--- src/design/adcss_pkg.sv ---
// Shared types, constants and helper functions of the ADC channel scan sequencer.
package adcss_pkg;

    // Field widths
    localparam int CHAN_W   = 5;
    localparam int SAMPLE_W = 10;
    localparam int FS_W     = 16;
    localparam int MV_W     = 16;
    localparam int SLOT_W   = 3;
    localparam int POS_W    = 4;
    localparam int LEN_W    = 4;
    localparam int PROD_W   = SAMPLE_W + FS_W;

    // Chain limits
    localparam int MAX_CHAIN   = 8;
    localparam int LIST_SLOTS  = 8;
    localparam int LIST_W      = LIST_SLOTS * CHAN_W;
    localparam int CHAIN_LIMIT = (MAX_CHAIN < LIST_SLOTS) ? MAX_CHAIN : LIST_SLOTS;

    // Result queue sizing
    localparam int FIFO_DEPTH = 4;
    localparam int FIFO_PTR_W = $clog2(FIFO_DEPTH);
    localparam int FIFO_CNT_W = $clog2(FIFO_DEPTH + 1);

    // Configuration register defaults
    localparam logic [LEN_W-1:0]  CHAIN_LENGTH_RESET = LEN_W'(1);
    localparam logic [LIST_W-1:0] CHANNEL_LIST_RESET = '0;
    localparam logic [FS_W-1:0]   FULL_SCALE_RESET   = FS_W'(5000);
    localparam logic              RES_MODE_RESET     = 1'b1;

    // Status codes
    localparam logic STATUS_ACCEPTED = 1'b0;
    localparam logic STATUS_BUSY     = 1'b1;

    // Resolution modes
    localparam logic RES_EIGHT_BIT = 1'b0;
    localparam logic RES_TEN_BIT   = 1'b1;

    typedef enum logic [1:0] {
        ACT_START_SINGLE = 2'd0,
        ACT_START_CHAIN  = 2'd1,
        ACT_COMPLETE     = 2'd2
    } action_t;

    typedef enum logic [1:0] {
        KIND_STATUS = 2'd0,
        KIND_START  = 2'd1,
        KIND_RESULT = 2'd2
    } kind_t;

    typedef enum logic [1:0] {
        CFG_CHAIN_LENGTH = 2'd0,
        CFG_CHANNEL_LIST = 2'd1,
        CFG_FULL_SCALE   = 2'd2,
        CFG_RES_MODE     = 2'd3
    } cfg_index_t;

    typedef struct packed {
        logic [LEN_W-1:0]  chain_length;
        logic [LIST_W-1:0] channel_list;
        logic [FS_W-1:0]   full_scale;
        logic              res_mode;
    } cfg_t;

    typedef struct packed {
        kind_t               kind;
        logic                status;
        logic [CHAN_W-1:0]   mux_channel;
        logic [SAMPLE_W-1:0] reading;
        logic [MV_W-1:0]     millivolts;
        logic [SLOT_W-1:0]   slot_index;
        logic                last;
    } result_t;

    // Channel number stored in a list slot; slots past the list read as zero
    function automatic logic [CHAN_W-1:0] list_channel(input logic [LIST_W-1:0] list,
                                                       input logic [POS_W-1:0]  slot);
        logic [CHAN_W-1:0] chan;
        chan = '0;
        if (32'(slot) < LIST_SLOTS) begin
            chan = list[CHAN_W * int'(slot[SLOT_W-1:0]) +: CHAN_W];
        end
        return chan;
    endfunction

    // Chain length clamped to at least one and at most the chain limit
    function automatic logic [LEN_W-1:0] effective_length(input logic [LEN_W-1:0] len);
        logic [LEN_W-1:0] eff;
        eff = (len == '0) ? LEN_W'(1) : len;
        if (32'(eff) > CHAIN_LIMIT) begin
            eff = LEN_W'(CHAIN_LIMIT);
        end
        return eff;
    endfunction

endpackage

--- src/design/adcss_cfg.sv ---
// Configuration register bank of the ADC channel scan sequencer.
module adcss_cfg
    import adcss_pkg::*;
(
    input  logic              aclk,
    input  logic              aresetn,
    input  logic              cfg_valid,
    output logic              cfg_ready,
    input  logic [1:0]        cfg_index,
    input  logic [LIST_W-1:0] cfg_data,
    output cfg_t              cfg
);

    cfg_t cfg_reg;

    // Always take a write request
    assign cfg_ready = 1'b1;
    assign cfg       = cfg_reg;

    // Update the addressed register
    always_ff @(posedge aclk) begin
        if (!aresetn) begin
            cfg_reg.chain_length <= CHAIN_LENGTH_RESET;
            cfg_reg.channel_list <= CHANNEL_LIST_RESET;
            cfg_reg.full_scale   <= FULL_SCALE_RESET;
            cfg_reg.res_mode     <= RES_MODE_RESET;
        end else if (cfg_valid && cfg_ready) begin
            unique case (cfg_index_t'(cfg_index))
                CFG_CHAIN_LENGTH: cfg_reg.chain_length <= cfg_data[LEN_W-1:0];
                CFG_CHANNEL_LIST: cfg_reg.channel_list <= cfg_data[LIST_W-1:0];
                CFG_FULL_SCALE:   cfg_reg.full_scale   <= cfg_data[FS_W-1:0];
                CFG_RES_MODE:     cfg_reg.res_mode     <= cfg_data[0];
                default:          ;
            endcase
        end
    end

endmodule

--- src/design/adcss_core.sv ---
// Input register, job state and result generation of the ADC channel scan sequencer.
module adcss_core
    import adcss_pkg::*;
(
    input  logic                aclk,
    input  logic                aresetn,
    input  logic                in_valid,
    output logic                in_ready,
    input  logic [1:0]          in_action,
    input  logic [CHAN_W-1:0]   in_channel,
    input  logic [SAMPLE_W-1:0] in_sample,
    input  cfg_t                cfg,
    input  logic                room,
    output logic [1:0]          push_cnt,
    output result_t             res0,
    output result_t             res1
);

    logic                in_valid_reg;
    logic [1:0]          action_reg;
    logic [CHAN_W-1:0]   channel_reg;
    logic [SAMPLE_W-1:0] sample_reg;

    logic                busy_reg,       busy_next;
    logic                chain_mode_reg, chain_mode_next;
    logic [POS_W-1:0]    chain_pos_reg,  chain_pos_next;

    logic                fire;
    logic [SAMPLE_W-1:0] reading;
    logic [PROD_W-1:0]   product;
    logic [MV_W-1:0]     millivolts;
    logic [POS_W-1:0]    pos_inc;

    // Process the held request once the queue has room for two results
    assign fire     = in_valid_reg && room;
    assign in_ready = !in_valid_reg || fire;

    // Hold one request
    always_ff @(posedge aclk) begin
        if (!aresetn) begin
            in_valid_reg <= 1'b0;
        end else if (in_ready) begin
            in_valid_reg <= in_valid;
        end
    end

    always_ff @(posedge aclk) begin
        if (in_valid && in_ready) begin
            action_reg  <= in_action;
            channel_reg <= in_channel;
            sample_reg  <= in_sample;
        end
    end

    // Scale the reading to millivolts
    assign reading    = (cfg.res_mode == RES_TEN_BIT) ? sample_reg
                                                      : {2'b00, sample_reg[SAMPLE_W-1:2]};
    assign product    = PROD_W'(reading) * PROD_W'(cfg.full_scale);
    assign millivolts = (cfg.res_mode == RES_TEN_BIT) ? product[PROD_W-1:10] : product[23:8];
    assign pos_inc    = chain_pos_reg + POS_W'(1);

    // Build results and next job state
    always_comb begin
        busy_next       = busy_reg;
        chain_mode_next = chain_mode_reg;
        chain_pos_next  = chain_pos_reg;
        push_cnt        = 2'd0;
        res0            = '0;
        res1            = '0;
        res0.kind       = KIND_STATUS;
        res1.kind       = KIND_STATUS;
        if (fire) begin
            case (action_t'(action_reg))
                ACT_START_SINGLE, ACT_START_CHAIN: begin
                    if (busy_reg) begin
                        res0.status = STATUS_BUSY;
                        push_cnt    = 2'd1;
                    end else begin
                        busy_next        = 1'b1;
                        chain_pos_next   = '0;
                        chain_mode_next  = (action_t'(action_reg) == ACT_START_CHAIN);
                        res0.status      = STATUS_ACCEPTED;
                        res1.kind        = KIND_START;
                        res1.mux_channel = chain_mode_next
                                         ? list_channel(cfg.channel_list, '0) : channel_reg;
                        push_cnt         = 2'd2;
                    end
                end
                ACT_COMPLETE: begin
                    if (busy_reg) begin
                        res0.kind       = KIND_RESULT;
                        res0.reading    = reading;
                        res0.millivolts = millivolts;
                        push_cnt        = 2'd1;
                        if (!chain_mode_reg) begin
                            busy_next = 1'b0;
                            res0.last = 1'b1;
                        end else begin
                            res0.slot_index = chain_pos_reg[SLOT_W-1:0];
                            chain_pos_next  = pos_inc;
                            if (pos_inc >= effective_length(cfg.chain_length)) begin
                                busy_next = 1'b0;
                                res0.last = 1'b1;
                            end else begin
                                res1.kind        = KIND_START;
                                res1.mux_channel = list_channel(cfg.channel_list, pos_inc);
                                push_cnt         = 2'd2;
                            end
                        end
                    end
                end
                default: ;
            endcase
        end
    end

    // Advance job state
    always_ff @(posedge aclk) begin
        if (!aresetn) begin
            busy_reg       <= 1'b0;
            chain_mode_reg <= 1'b0;
            chain_pos_reg  <= '0;
        end else begin
            busy_reg       <= busy_next;
            chain_mode_reg <= chain_mode_next;
            chain_pos_reg  <= chain_pos_next;
        end
    end

    // A job opens only with a status and a start command
    a_busy_rise_two: assert property (@(posedge aclk) disable iff (!aresetn)
        $rose(busy_reg) |-> $past(push_cnt) == 2'd2)
        else $error("job started without status and command");

    // A job closes only with a final result
    a_busy_fall_last: assert property (@(posedge aclk) disable iff (!aresetn)
        busy_reg && !busy_next |-> res0.kind == KIND_RESULT && res0.last)
        else $error("job ended without final result");

    // Nothing is produced without a processed request
    a_push_needs_fire: assert property (@(posedge aclk) disable iff (!aresetn)
        push_cnt != 2'd0 |-> fire)
        else $error("result produced without request");

endmodule

--- src/design/adcss_fifo.sv ---
// Result queue that parts the processing stage from the output channel.
module adcss_fifo
    import adcss_pkg::*;
(
    input  logic       aclk,
    input  logic       aresetn,
    input  logic [1:0] push_cnt,
    input  result_t    res0,
    input  result_t    res1,
    output logic       room,
    output logic       out_valid,
    input  logic       out_ready,
    output result_t    out_data
);

    result_t               mem [FIFO_DEPTH];
    logic [FIFO_PTR_W-1:0] wr_ptr_reg, wr_ptr_next;
    logic [FIFO_PTR_W-1:0] rd_ptr_reg, rd_ptr_next;
    logic [FIFO_CNT_W-1:0] count_reg,  count_next;
    logic                  pop;

    assign out_valid = (count_reg != '0);
    assign out_data  = mem[rd_ptr_reg];
    assign pop       = out_valid && out_ready;
    assign room      = (32'(count_reg) <= FIFO_DEPTH - 2);

    // Advance pointers and fill level
    always_comb begin
        wr_ptr_next = wr_ptr_reg + FIFO_PTR_W'(push_cnt);
        rd_ptr_next = rd_ptr_reg + FIFO_PTR_W'(pop);
        count_next  = count_reg + FIFO_CNT_W'(push_cnt) - FIFO_CNT_W'(pop);
    end

    always_ff @(posedge aclk) begin
        if (!aresetn) begin
            wr_ptr_reg <= '0;
            rd_ptr_reg <= '0;
            count_reg  <= '0;
        end else begin
            wr_ptr_reg <= wr_ptr_next;
            rd_ptr_reg <= rd_ptr_next;
            count_reg  <= count_next;
        end
    end

    // Store up to two results in order
    always_ff @(posedge aclk) begin
        if (push_cnt != 2'd0) begin
            mem[wr_ptr_reg] <= res0;
        end
        if (push_cnt == 2'd2) begin
            mem[wr_ptr_reg + FIFO_PTR_W'(1)] <= res1;
        end
    end

    // Fill level stays within the queue
    a_count_bound: assert property (@(posedge aclk) disable iff (!aresetn)
        32'(count_reg) <= FIFO_DEPTH)
        else $error("queue fill level out of range");

    // A push never overruns the queue
    a_no_overflow: assert property (@(posedge aclk) disable iff (!aresetn)
        push_cnt != 2'd0 |-> 32'(count_reg) + 32'(push_cnt) <= FIFO_DEPTH)
        else $error("queue overflow");

    // Queue is empty after reset
    a_reset_empty: assert property (@(posedge aclk)
        !aresetn |=> count_reg == '0)
        else $error("queue not empty after reset");

endmodule

--- src/design/adc_channel_scan_sequencer_top.sv ---
// Top level of the ADC channel scan sequencer.
//
//  channel  | direction | payload
//  ---------+-----------+------------------------------------------------------
//  s_*      | in        | tuser: action; tdata: channel, sample
//  m_*      | out       | tuser: kind; tdata: status..slot_index; tlast: last
//  cfg_*    | in        | cfg_index: register, cfg_data: value (always ready)
//
// A request is registered on acceptance and processed by one 10x16 scaling
// multiply and the chain state update; a new request can be taken every cycle
// while the queue has room for two. Each request yields zero, one or two results
// into a four-entry queue; processing waits for that room, so a stalled m_ side
// holds off s_ once more than two results are queued. Reset is synchronous and
// leaves the block idle, with the queue empty and registers at their defaults.
module adc_channel_scan_sequencer_top
    import adcss_pkg::*;
(
    input  logic              aclk,
    input  logic              aresetn,
    input  logic              s_tvalid,
    output logic              s_tready,
    input  logic [15:0]       s_tdata,   // channel[4:0], sample[14:5], zero[15]
    input  logic [1:0]        s_tuser,   // action[1:0]
    output logic              m_tvalid,
    input  logic              m_tready,
    output logic [39:0]       m_tdata,   // status[0], mux_channel[5:1], reading[15:6],
                                         // millivolts[31:16], slot_index[34:32], zero[39:35]
    output logic [1:0]        m_tuser,   // kind[1:0]
    output logic              m_tlast,
    input  logic              cfg_valid,
    output logic              cfg_ready,
    input  logic [1:0]        cfg_index,
    input  logic [LIST_W-1:0] cfg_data
);

    cfg_t       cfg;
    logic       room;
    logic [1:0] push_cnt;
    result_t    res0;
    result_t    res1;
    result_t    out_data;

    adcss_cfg u_cfg (
        .aclk      (aclk),
        .aresetn   (aresetn),
        .cfg_valid (cfg_valid),
        .cfg_ready (cfg_ready),
        .cfg_index (cfg_index),
        .cfg_data  (cfg_data),
        .cfg       (cfg)
    );

    adcss_core u_core (
        .aclk       (aclk),
        .aresetn    (aresetn),
        .in_valid   (s_tvalid),
        .in_ready   (s_tready),
        .in_action  (s_tuser),
        .in_channel (s_tdata[CHAN_W-1:0]),
        .in_sample  (s_tdata[CHAN_W +: SAMPLE_W]),
        .cfg        (cfg),
        .room       (room),
        .push_cnt   (push_cnt),
        .res0       (res0),
        .res1       (res1)
    );

    adcss_fifo u_fifo (
        .aclk      (aclk),
        .aresetn   (aresetn),
        .push_cnt  (push_cnt),
        .res0      (res0),
        .res1      (res1),
        .room      (room),
        .out_valid (m_tvalid),
        .out_ready (m_tready),
        .out_data  (out_data)
    );

    // Pack the result fields onto the output channel
    assign m_tdata = {5'b00000, out_data.slot_index, out_data.millivolts, out_data.reading,
                      out_data.mux_channel, out_data.status};
    assign m_tuser = out_data.kind;
    assign m_tlast = out_data.last;

endmodule
--- config.mk ---
export PLATFORM = sky130hd
export DESIGN_NAME = adc_channel_scan_sequencer_top
export DESIGN_NICKNAME = d
export VERILOG_FILES = /design/src/design/adcss_pkg.sv /design/src/design/adcss_cfg.sv /design/src/design/adcss_core.sv /design/src/design/adcss_fifo.sv /design/src/design/adc_channel_scan_sequencer_top.sv
export SDC_FILE = /design/constraint.sdc
export NUM_CORES = 1
export LEC_CHECK = 0
export BUFFER_PORTS_ARGS = -buffer_cell sky130_fd_sc_hd__buf_4
export CAP_MARGIN = 30
export CORE_MARGIN = 2
export CORE_UTILIZATION = 45
export CTS_CLUSTER_DIAMETER = 30
export CTS_CLUSTER_SIZE = 12
export DETAILED_ROUTE_END_ITERATION = 10
export GPL_TIMING_DRIVEN = 0
export SYNTH_ARGS = -nofsm -noshare
export SYNTH_HDL_FRONTEND = slang
export SYNTH_HIERARCHICAL = 1
export SYNTH_SLANG_ARGS = --single-unit
--- constraint.sdc ---
create_clock -name aclk -period 15.6 [get_ports aclk]
set_input_delay 1.56 -clock aclk [delete_from_list [all_inputs] [get_ports aclk]]
set_output_delay 1.56 -clock aclk [all_outputs]
set_load 0.1 [all_outputs]
# After elaboration in Yosys (flattened, before gate mapping)
# Memories as Yosys holds them, arrays and structs flattened. A register that Yosys moved wholly into a read port is not among the register bits.
# Index checks and enable logic that the tools add are counted.
# Widths: inputs -> output; s select.
[word_totals] reg_bits=92 ramBits=152 latch_bits=0 romBits=0 n_memories=1
[op_classes] shift=1 n_reduce_logical=19 multipliers=2 order_cmp=4 addsub=6 n_bitwise=1 n_eq_ne=9 n_div=0 muxes=52
[mem_list] name="u_fifo.mem" words=4 width=38 read_ports=1 rd_clocked_by_memory_dff=1 write_ports=2 line="adcss_fifo.sv:16" rtl="result_t mem [FIFO_DEPTH];"
[ops] cell="$mux 30" count=3
[ops] cell="$shiftx 40x32->5" count=1
[ops] cell="$mux 4" count=9
[ops] cell="$mux 5" count=7
[ops] cell="$mul 10x16->26" count=1
[ops] cell="$mux 2" count=11
[ops] cell="$mux 16" count=1
[ops] cell="$mux 1" count=13
[ops] cell="$mux 10" count=1
[ops] cell="$pmux 5 s2" count=1
[ops] cell="$reduce_and 2->1" count=5
[ops] cell="$eq 2x2->1 const B" count=4
[ops] cell="$pmux 2 s2" count=2
[ops] cell="$pmux 4 s2" count=1
[ops] cell="$mul 3x3->6 const A" count=1
[ops] cell="$mux 3" count=2
[ops] cell="$reduce_and 5->1" count=1
[ops] cell="$add 4x1->4 const B" count=1
[ops] cell="$eq 2x1->1 const B" count=2
[ops] cell="$ge 4x4->1" count=1
[ops] cell="$gt 4x4->1 const B" count=1
[ops] cell="$logic_not 2->1" count=2
[ops] cell="$logic_not 4->1" count=1
[ops] cell="$lt 4x4->1 const B" count=1
[ops] cell="17 further kinds" count=21

# Longest topological paths before layout
# Gate-level depths: netlist of run 1.
[depth] ltp_word=17 mapped_depth=24 mapped_depth_nobuf=22

# Modules after synthesis
# Netlist of run 1, hierarchy kept.
[modules_own_cells] mod="adcss_fifo" n_inst=1 area_each_um2=7916.3 cells_each=413
[modules_own_cells] mod="adcss_core" n_inst=1 area_each_um2=7139.3 cells_each=801
[modules_own_cells] mod="adcss_cfg" n_inst=1 area_each_um2=2433.6 cells_each=256
[modules_own_cells] mod="adc_channel_scan_sequencer_top" n_inst=1 area_each_um2=41.3 cells_each=6

# Least setup slack after synthesis of run 1
# Ideal clock, no wire load.
[synth_path] path_kind="register to register" startpoint="reg u_cfg.cfg_reg, in the netlist u_cfg/cfg[0]" endpoint="mem u_fifo/mem[3][18] (netlist bit), data pin" setup_ns=0.260 path_buffers=2 period_less_slack_ns=6.280 path_stages_with_launch=22 arrival_ns=6.020 setup_slack_ns=9.320 cell_sequence="dfxtp_1 > buf_6 > mux2i_1 > clkbuf_1 > nor2b_1 > fa_1 > fa_1 > fa_1 > fa_1 > inv_1 > fa_1 > inv_1 > ha_1 > and3_1 > a31oi_1 > a21boi_0 > a311oi_4 > a31oi_4 > a21oi_2 > a2bb2oi_1 > a21oi_1 > mux2_4"
[synth_rtl] element="start: declaration" line="adcss_cfg.sv:14" rtl="cfg_t cfg_reg;"
[synth_rtl] element="end: declaration" line="adcss_fifo.sv:16"

==> impl_summary.md, run 1 <==
Outcome
The run finished with clean final reports.

Worst setup path
The setup slack of the worst register-to-register path is 7.85 ns. The worst register-to-register path ends at u_fifo/mem[1][17]. Along the worst path, the maximum fanout reaches 10. In this run the critical register-to-register path is launched from u_cfg/cfg[0]. The worst register-to-register path has a depth of 21. The worst setup path is launched from a flip-flop. The worst setup path is captured at a flip-flop. The worst setup path is of the reg -> reg kind. The largest incremental delay on the critical path is 0.76 ns. The slowest stage of the critical path belongs to the cell sky130_fd_sc_hd__mux2i_1. For the worst setup path, the data required time is 16.04 ns. Walking the worst path, the cells encountered are buf_6, mux2i_1, clkbuf_1, nor2b_1, fa_1, fa_1, fa_1, fa_1, inv_1, fa_1, inv_1, ha_1, and3_1, a31oi_1, a21boi_0, a311oi_4, a31oi_4, a21oi_2, xor2_1, o31ai_1, mux2_2.

The cell that appears most often on the critical path is sky130_fd_sc_hd__fa_1. Data arrives at the worst endpoint at 8.19 ns.

Place
The detailed-placement wirelength estimate is 30,800 microns. The setup slack at placement is 7.84 ns. The quantity of I/O buffers inserted on ports is 101.

The congestion estimate from routability-driven global placement came to 0.860. Once placement completed, the tool counted placed cells totaling 2,142.

Power and ir drop
The share of total power dissipated in sequential elements is 0.225. The power per cell area is 156 mW/mm^2. The switching power summed over all nets is 0.00121 W. The total chip power is 0.00331 W. The switching part of the total is 0.366. Cell internal power was estimated by the tool at 0.00210 W. The share of total power dissipated in the clock network is 0.375. The largest voltage drop on the vdd net is 0.122 mV.

The leakage power total is 9.21 nW. Of the total power, combinational logic draws 0.400.

GRT
The remaining global-route overflow is 0. In the global route stage, overall resource usage came out at 0.210. The first global-routing pass estimated 66,300 microns of wire. The number of antenna violations at the first check in global routing is 0. Entering global routing, the biggest net connects 25 pins. The via count of the first global-routing pass is 12,100.

Min path
The startpoint of the most critical hold path is u_cfg/cfg[56]. The endpoint with the worst hold slack is u_cfg/cfg[56]. The type of the most critical hold path is reg -> reg.

The number of instances on the worst hold path is 2.

Yosys
The synthesized design contains 169 enable-type register cells. The mapped netlist covers 0.0175 sq mm. The share of synthesized area in the top cell type comes to 0.289.

Yosys printed 6 warnings. The flip-flop and latch count after synthesis is 244. Sorting the synthesized cells by area gives the leading types as sky130_fd_sc_hd__edfxtp_1 29%, sky130_fd_sc_hd__fa_1 13%, sky130_fd_sc_hd__dfxtp_1 8.6%. The fraction of synthesis flops using an asynchronous set or reset pin is 0.

The number of cells produced by synthesis is 1,476. The library cell with the largest summed area after synthesis is sky130_fd_sc_hd__edfxtp_1. Averaged over all synthesized cells, the footprint is 11.9 sq um. After synthesis, the netlist uses 62 different library cells. The share of the Yosys chip area taken by registers is 0.375. Among all flip-flop cells after synthesis, the most frequent one is sky130_fd_sc_hd__edfxtp_1.

STA
The time the worst path needs with I/O delays and setup is 7.75 ns. The worst pin sits at a relative slew slack of 0.383. The actual slew at the worst max-slew pin is 0.899 ns. Setup repair after global routing left no endpoint under its margin. The final setup slack of the worst path is 7.85 ns. The number of failing setup endpoints in the final timing report is 0. Summed over all failing endpoints, the final setup total negative slack is 0 ns. The final hold violation count came to 0. For the final database, setup skew stands at 0.0155 ns.

Of the available clock period, the critical path in the final layout requires 0.497. The max-slew violation total from the final report is 0. The timing-limited maximum frequency is 0.129 GHz.

Floorplanning
The effective utilization at floorplan is 0.455. The die is 201 microns tall. In this run the horizontal extent of the chip is 201 microns. The count of standard-cell rows is 72. The die covers 0.0406 sq mm. The core region is 0.0386 sq mm. In this run the count of I/O pins placed on the die edge is 111.

CTS
The number of gates resized after CTS was 0. After clock tree synthesis, the clock-pin slew on the worst setup and hold paths is 0.05 ns. For this design, the CTS-stage hold fixing added 0 buffers. The number of setup buffers added after CTS is 0. The CTS H-tree depth is 2.

The tree is rooted in a sky130_fd_sc_hd__clkbuf_16. The clock tree from TritonCTS is yes. The maximum buffer depth of the clock tree is 3. The count of clock tree sinks is 244. Clock latency on the worst-skew pair, taken at its later pin, is 0.58 ns. The total CTS buffers is 55.

Layout
The most frequent standard cell in the layout excluding fill and tap cells is sky130_fd_sc_hd__nand2_1. Once layout is complete, the utilization of the core stands at 0.551. The antenna cell count is 0. The register with the most flip-flops in the layout has 152 of them. Compared with the post-synthesis result, the final layout area differs by 21.2%. In the layout the commonest cells are 186 x sky130_fd_sc_hd__nand2_1, 169 x sky130_fd_sc_hd__edfxtp_1, 148 x sky130_fd_sc_hd__buf_4. The share of final-layout standard cells stronger than drive strength 1 is 0.288. The post-layout net count is 1,923. The non-filler instance count after layout is 2,245. The number of fill cells in the layout is 3,337.

Run
The max-cap violation count is 0.

Route
The first-pass iteration count of the detailed router is 5. The average detailed-routed wire length per instance is 18.6 microns. The DRC violation count after routing is 0. The DRC violation total after the first TritonRoute iteration is 576.

Dividing the detail-routed via count by the number of cells gives 5.08. Summing over every cut layer, the via total after detailed routing is 11,400. The wire length reported by the detailed router is 41,800 microns.

The number of routed nets with antenna violations is 0.
## metrics by stage
step / hold WS, ns / area, sq um
2_1_floorplan: 0.432 / 17700
3_3_place_gp: 0.440 / 19100
3_5_place_dp: 0.445 / 19200
4_1_cts: 0.452 / 21300
5_1_grt: 0.475 / 21300
6_report: 0.453 / 21300
## critical path: cells and delay by family (launching register included)
kind / cells / cell delay (ns)
AOI/OAI and AO/OA: 6 / 1.86
xor gates and xnor gates: 1 / 0.10
adders and majority gates: 6 / 2.95
buffers and inverters: 4 / 0.91
DFF: 1 / 0.40
muxes: 2 / 1.05
and+or+nand+nor: 2 / 0.33
## metal layers
layer,part of all wire,global-route usage
met5,0,0
met4,0.016,0.0509
met3,0.046,0.0387
met2,0.49,0.359
met1,0.45,0.278
## worst max-delay path by stage
stage	cells after the start	slack, ns	end	from
after floorplan	21	9.32	u_fifo/mem[3][18]	u_cfg/cfg[0]
after global placement	12	6.96	u_fifo/mem[0][21]	u_core/chain_pos_reg[0]
after detailed placement	21	7.84	u_fifo/mem[1][17]	u_cfg/cfg[0]
after CTS	21	7.82	u_fifo/mem[0][17]	u_cfg/cfg[0]
after global routing	21	7.47	u_fifo/mem[0][17]	u_cfg/cfg[0]
final	21	7.85	u_fifo/mem[1][17]	u_cfg/cfg[0]
## synthesized netlist by cell type (30+ instances only)
| cell | n |
|---|---|
| sky130_fd_sc_hd__buf_4 | 47 |
| sky130_fd_sc_hd__clkbuf_1 | 37 |
| sky130_fd_sc_hd__dfxtp_1 | 75 |
| sky130_fd_sc_hd__edfxtp_1 | 169 |
| sky130_fd_sc_hd__fa_1 | 110 |
| sky130_fd_sc_hd__ha_1 | 67 |
| sky130_fd_sc_hd__inv_1 | 135 |
| sky130_fd_sc_hd__mux2_2 | 122 |
| sky130_fd_sc_hd__mux2_4 | 39 |
| sky130_fd_sc_hd__mux2i_1 | 70 |
| sky130_fd_sc_hd__mux4_2 | 48 |
| sky130_fd_sc_hd__nand2_1 | 186 |
| sky130_fd_sc_hd__nor2_1 | 30 |
| sky130_fd_sc_hd__nor2b_1 | 56 |
## cells by family (layout without fill, tap and decap cells)
kind of cell	after synthesis	after routing	share of synthesized area
and+or+nand+nor	392	392	0.112
muxes	286	286	0.218
buffers and inverters	269	479	0.0754
DFF	244	244	0.375
adders and majority gates	177	177	0.173
AOI/OAI and AO/OA	87	87	0.0348
xor gates and xnor gates	18	18	0.0106
other	3	44	0.000642
## cell type report
type | count | area (sq um) | share of cell area
Sequential cell | 244 | 6580 | 0.309
Timing Repair Buffer | 107 | 871 | 0.0410
Buffer | 133 | 811 | 0.0382
Inverter | 136 | 510 | 0.0240
Clock buffer | 69 | 1510 | 0.0712
Multi-Input combinational cell | 1004 | 9830 | 0.462
Clock inverter | 34 | 495 | 0.0233
Tap cell | 518 | 648 | 0.0305
## power groups by stage
stage | combinational (W) | sequential (W) | clock [W]
after floorplan | 0.00104 | 0.000753 | 0
after global placement | 0.00131 | 0.000760 | 0
after detailed placement | 0.00132 | 0.000757 | 0
after CTS | 0.00133 | 0.000746 | 0.00126
after global routing | 0.00146 | 0.000749 | 0.00129
final | 0.00133 | 0.000746 | 0.00124
No activity file was read; power rests on OpenSTA's default activity.
==> run 2: changes to the inputs <==
Clock period 15.6 ns to 7.6 ns, I/O delays scaled along.
==> impl_summary.md, run 2 (same netlist as run 1, synthesis figures left out) <==
Outcome
The flow ran to the end, and the final reports show no timing, DRC or antenna violations.

GRT
The first global-routing pass estimated 66,400 microns of wire. The overall global routing resource usage is 0.210. The pin count of the biggest net entering global routing is 25. The number of antenna violations at the first check in global routing is 0.

The via count of the first global-routing pass is 12,100. The remaining global-route overflow is 0.

Route
After detailed routing, the number of vias per cell comes to 5.08. The first-pass iteration count of the detailed router is 5. The average detailed-routed wire length per instance is 18.6 microns. For this run, design rule violations remaining after detail routing come to 0. After detailed routing, the total wire length is 41,700 microns. For this block, the initial DRC count from the detailed router was 582. The total via count after detailed routing is 11,400. In this run the remaining antenna-violating nets after routing total 0.

Worst setup path
Along the worst path, the maximum fanout reaches 10. STA classifies the critical path endpoint as a flip-flop. For flop-to-flop paths, the worst setup slack is 0.43 ns.

The largest delay contributor family on the critical path is adder cells. At the worst endpoint, the arrival time is 7.61 ns. The slowest cell on the critical path is sky130_fd_sc_hd__mux2i_2. Counting both buffers and inverters, the worst setup path holds a total of 4. The setup path with the least slack is of type reg -> reg.

Traced cell by cell, the critical path runs through buf_6, mux2i_2, clkbuf_2, nor2b_1, fa_1, fa_1, fa_1, fa_1, inv_1, fa_1, inv_1, ha_1, and3_1, a31oi_1, a21boi_0, a311oi_4, a31oi_4, a21oi_2, xor2_1, o31ai_2, mux2_2. In this design, the stage delay of the slowest critical-path cell is 0.59 ns. The origin of the critical flop-to-flop path is u_cfg/cfg[0]. STA classifies the critical path startpoint as a flip-flop.

The required time of the worst setup path is 8.04 ns. The most critical setup path has its startpoint at u_cfg/cfg[0]. Counting stages on the worst path, the most repeated cell is sky130_fd_sc_hd__fa_1.

Place
The last weighted congestion value of the routability-driven placer is 0.860. The detailed-placement wirelength estimate is 30,800 microns. Summing all placed instances gives a cell area of 0.0192 sq mm. During placement, the flow inserted port buffers numbering 101.

Power and ir drop
The part of the total power dissipated in the clock network is 0.375. The part of the power in combinational logic is 0.399. The power per cell area is 319 mW/mm^2. In this run the power spent charging and discharging nets is 0.00248 W. The sequential cell fraction of total power is 0.225. The design draws 0.00679 W.

Across the VDD grid, the largest voltage drop is 0.250 mV. Cell internal power was estimated by the tool at 0.00431 W. The switching part of the total is 0.365. For this design the static power due to leakage is 9.21 nW.

Layout
The most frequent standard cell in the layout excluding fill and tap cells is sky130_fd_sc_hd__nand2_1. Summing all flip-flop and latch instances after layout gives 0.00658 sq mm. In the final layout, the multi-input gates occupy 0.00984 sq mm. In the final layout, the share of cells above drive strength 1 is 0.292.

The top cell types in the final layout, fill and taps aside, are 186 x sky130_fd_sc_hd__nand2_1, 169 x sky130_fd_sc_hd__edfxtp_1, 148 x sky130_fd_sc_hd__buf_4. The register with the most flip-flops in the layout has 152 of them. The layout-stage area growth over the synthesis result is 21.3%. The post-layout net count is 1,923.

The number of fill cells in the layout is 3,337. The antenna cell count is 0. With fillers left out, the area of the finished cells amounts to 0.0213 sq mm.

Floorplanning
The core region is 0.0386 sq mm. The vertical die dimension is 201 microns. The area enclosed by the die boundary is 0.0406 sq mm. From left edge to right edge, the die measures 201 microns. For this configuration, the core starts out at a cell density of 0.455.

The count of standard-cell rows is 72. The number of ports placed on the die boundary is 111.

STA
Hold is met by 0.356 ns. The share of the cycle needed by the critical path after routing is 0.943. The timing-limited maximum frequency is 0.139 GHz.

Setup repair after global routing left no endpoint under its margin. The clock tree skew after final layout is 0.0151 ns. The max-slew violation total from the final report came to 0. The worst pin sits at a relative slew slack of 0.378. The final hold violation count came to 0. Setup violations remaining at the end of the flow were counted as 0. After routing, the total negative slack on setup checks comes to 0 ns. For the pin with the worst max-slew slack, the measured transition is 0.930 ns. The worst path in the final design needs a cycle of 7.17 ns, including I/O delays and setup.

CTS
In this run, CTS created clock tree buffers numbering 55. The clock transition at the register clock pins on the worst setup and hold paths after CTS is 0.05 ns. The clock tree from TritonCTS is yes. The library cell used as clock root buffer is sky130_fd_sc_hd__clkbuf_16. Buffers inserted to repair hold after CTS numbered 0. Clock latency on the worst-skew pair, taken at its later pin, is 0.58 ns. The maximum buffer depth of the clock tree is 3. The number of setup buffers added after CTS is 0.

The count of clock tree sinks is 244. The CTS H-tree depth is 2.

Min path
The path class of the tightest hold or removal check is in -> reg. The worst hold path begins at s_tdata[6].

Run
Across the run, the number of max-cap violations was 0.
## run 2: path summary, 6_finish.rpt
check                          to  cells past startpoint
max             u_fifo/mem[1][17]                     21
min          u_core/sample_reg[1]                      1
max reg2reg     u_fifo/mem[1][17]                     21
min reg2reg         u_cfg/cfg[56]                      2
## run 2: metal layers
metal	track usage	routed length, microns	vias to the layer above
li1	-	-	5448
met4	0.0509	660	0
met2	0.359	20300	243
met5	0	0	-
met3	0.0387	1890	46
met1	0.278	18900	5675
## run 2: final cells by class
class                      instances  share of cell area
multi-input combinational       1004               0.463
clock inverter                    34              0.0233
inverter                         136              0.0240
timing repair buffer             107              0.0409
clock buffer                      69              0.0711
tap                              518              0.0305
sequential                       244               0.309
buffer                           133              0.0383
## run 2: metrics by stage
step | setup WS, ns | cells | utilization
3_3_place_gp | -1.04 | 2136 | 0.495
4_1_cts | 0.0375 | 2245 | 0.551
3_5_place_dp | -0.165 | 2142 | 0.499
6_report | 0.430 | 2245 | 0.552
5_1_grt | 0.0491 | 2245 | 0.552
2_1_floorplan | 1.32 | 1517 | -
## run 2: repair_timing
action | 4_1_cts | 5_1_grt
setup endpoints to repair | 4 | 20
gates resized for setup | 3 | 6
pin swaps | 0 | 0
## run 2: power by group through the flow
stage	Sequential (W)	Clock (W)	Combinational (W)
2_1_floorplan	0.00155	0	0.00212
3_3_place_gp	0.00156	0	0.00269
3_5_place_dp	0.00155	0	0.00271
4_1_cts	0.00153	0.00258	0.00273
5_1_grt	0.00154	0.00265	0.00299
6_report	0.00153	0.00255	0.00271
==> run 3: changes to the inputs <==
Settings changed: GPL_TIMING_DRIVEN 0 to unset, SLEW_MARGIN set to 20.
==> impl_summary.md, run 3 (same netlist as run 1, synthesis figures left out) <==
Outcome
The flow ran to the end, and the final reports show no timing, DRC or antenna violations.

CTS
The count of clock tree sinks is 244. The clock transition at the register clock pins on the worst setup and hold paths after CTS is 0.05 ns. The number of setup buffers added after CTS is 0. The later pin in the worst-skew pair is clocked with a latency of 0.60 ns. TritonCTS built the clock tree. The CTS H-tree depth is 2. The hold-fix buffer count after cts is 0.

The total CTS buffers is 54. The tree is rooted in a sky130_fd_sc_hd__clkbuf_16. The number of gates resized after CTS was 0.

The maximum buffer depth of the clock tree is 3.

Power and ir drop
Power spread over the standard cell area amounts to 321 mW/mm^2. The largest voltage drop on the vdd net is 0.203 mV. The leakage power total is 8.70 nW.

Floorplanning
In this run the count of I/O pins placed on the die edge is 111. The core outline area is 0.0386 sq mm. From bottom edge to top edge, the die measures 201 microns. The count of standard-cell rows is 72.

The floorplan step defined a die boundary enclosing 0.0406 sq mm. For this configuration, the core starts out at a cell density of 0.455. The die is 201 microns wide.

Place
The setup slack at placement is 0.614 ns. The last weighted congestion value of the routability-driven placer is 0.807. Port buffering added 103 buffers.

The detailed-placement wirelength estimate is 27,100 microns.

Worst setup path
The worst setup path is captured at a flip-flop. The slowest cell on the critical path is sky130_fd_sc_hd__dfxtp_1. The sum of buffers and inverters on the critical path is 3. The largest fanout of any net on the critical path is 17. The critical path in this run is classified as reg -> reg.

At the worst endpoint, the required time is 7.91 ns. Setup slack on the worst reg-to-reg path comes out at 0.64 ns. Among cell families on the critical path, the largest total delay comes from adder cells. The largest incremental delay on the critical path is 0.68 ns. The signal on the critical path passes through mux2_2, and2_1, fa_1, fa_1, fa_1, fa_1, inv_1, fa_1, inv_1, ha_1, a21o_1, o21ai_0, a21boi_0, a311oi_4, a31oi_4, a21oi_2, xor2_1, o31ai_1, buf_4, mux2_4. The most frequent cell on the critical path is sky130_fd_sc_hd__fa_1. The worst setup path is launched from a flip-flop. STA puts the critical path data arrival time at 7.28 ns.

GRT
The via count of the first global-routing pass is 11,700. The pin count of the biggest net entering global routing is 66. The overall global routing resource usage is 0.199. The number of antenna violations at the first check in global routing is 0. For this run the aggregate overflow at the end of global routing stands at 0. The global-route wire length before repair is 63,600 microns.

STA
The time the worst path needs with I/O delays and setup is 6.96 ns. In this run the tightest slew margin relative to its limit is 0.336. The total negative slack is 0 ns.

The number of failing setup endpoints in the final timing report is 0. For the pin with the worst max-slew slack, the measured transition is 0.996 ns. The share of the cycle needed by the critical path after routing is 0.916.

The clock tree skew after final layout is 0.0433 ns. Setup slack on the critical path of the routed design comes to 0.636 ns. The timing-limited maximum frequency is 0.144 GHz. Setup repair after global routing left no endpoint under its margin. The max-slew violation total from the final report is 0. The final hold violation count is 0.

Layout
The antenna cell count is 0. The register with the most flip-flops in the layout has 152 of them. Of the cells placed in the final design, the portion with a size suffix greater than 1 is 0.277.

The number of fill cells in the layout is 3,368. Compared with the post-synthesis result, the final layout area differs by 16.4%. The most frequent standard cell in the layout excluding fill and tap cells is sky130_fd_sc_hd__nand2_1.

The post-layout net count is 1,810. In the layout the commonest cells are 186 x sky130_fd_sc_hd__nand2_1, 169 x sky130_fd_sc_hd__edfxtp_1, 135 x sky130_fd_sc_hd__inv_1.

Route
After the first detailed-routing iteration, the DRC count stood at 538. In the routed layout, each cell is associated on average with a via count of 5.20. The average detailed-routed wire length per instance is 18.7 microns.

Wires add up to 39,800 microns. Detailed routing inserted a total of 11,100 vias. The first detailed-routing pass took 5 iterations. In the routed design, unresolved DRC markers number 0.

Once detail routing completed, the nets flagged for antenna violations numbered 0.

Min path
The type of the most critical hold path is in -> reg.

Run
The max-cap violation count is 0.
## run 3: stage by stage
stage | instances | hold slack [ns] | power (W) | cell area, sq um | util
after global routing | 2131 | 0.305 | 0.00693 | 20400 | 0.529
after CTS | 2131 | 0.297 | 0.00659 | 20400 | 0.529
after floorplan | 1517 | 0.432 | 0.00367 | 17700 | -
after global placement | 2029 | 0.439 | 0.00420 | 18500 | 0.481
final | 2131 | 0.332 | 0.00654 | 20400 | 0.529
after detailed placement | 2030 | 0.445 | 0.00422 | 18500 | 0.481
## run 3: power breakdown
group          switching [W]  total (W)  internal, W
combinational        0.00167    0.00264     0.000975
sequential         0.0000551    0.00156      0.00150
clock               0.000788    0.00234      0.00155
## run 3: path summary, 6_finish.rpt
kind	start	end	cells after the start
worst min-delay path	s_tdata[2]	u_core/channel_reg[2]	1
worst max-delay path	u_cfg/cfg[0]	u_fifo/mem[3][17]	20
worst min register to register	u_cfg/cfg[35]	u_cfg/cfg[35]	2
worst max register to register	u_cfg/cfg[0]	u_fifo/mem[3][17]	20
## run 3: metal layers
metal	global-route usage	part of all wire
met4	0.0502	0.015
met5	0	0
met2	0.324	0.47
met3	0.0379	0.042
met1	0.276	0.48
## run 3: cell type report
class                           instances  area [sq um]  area share
Clock inverter                         38           473      0.0232
Multi-Input combinational cell       1004          9840       0.482
Sequential cell                       244          6580       0.322
Clock buffer                           63          1390      0.0679
Inverter                              136           510      0.0250
Timing Repair Buffer                  128           968      0.0475
Tap cell                              518           648      0.0318
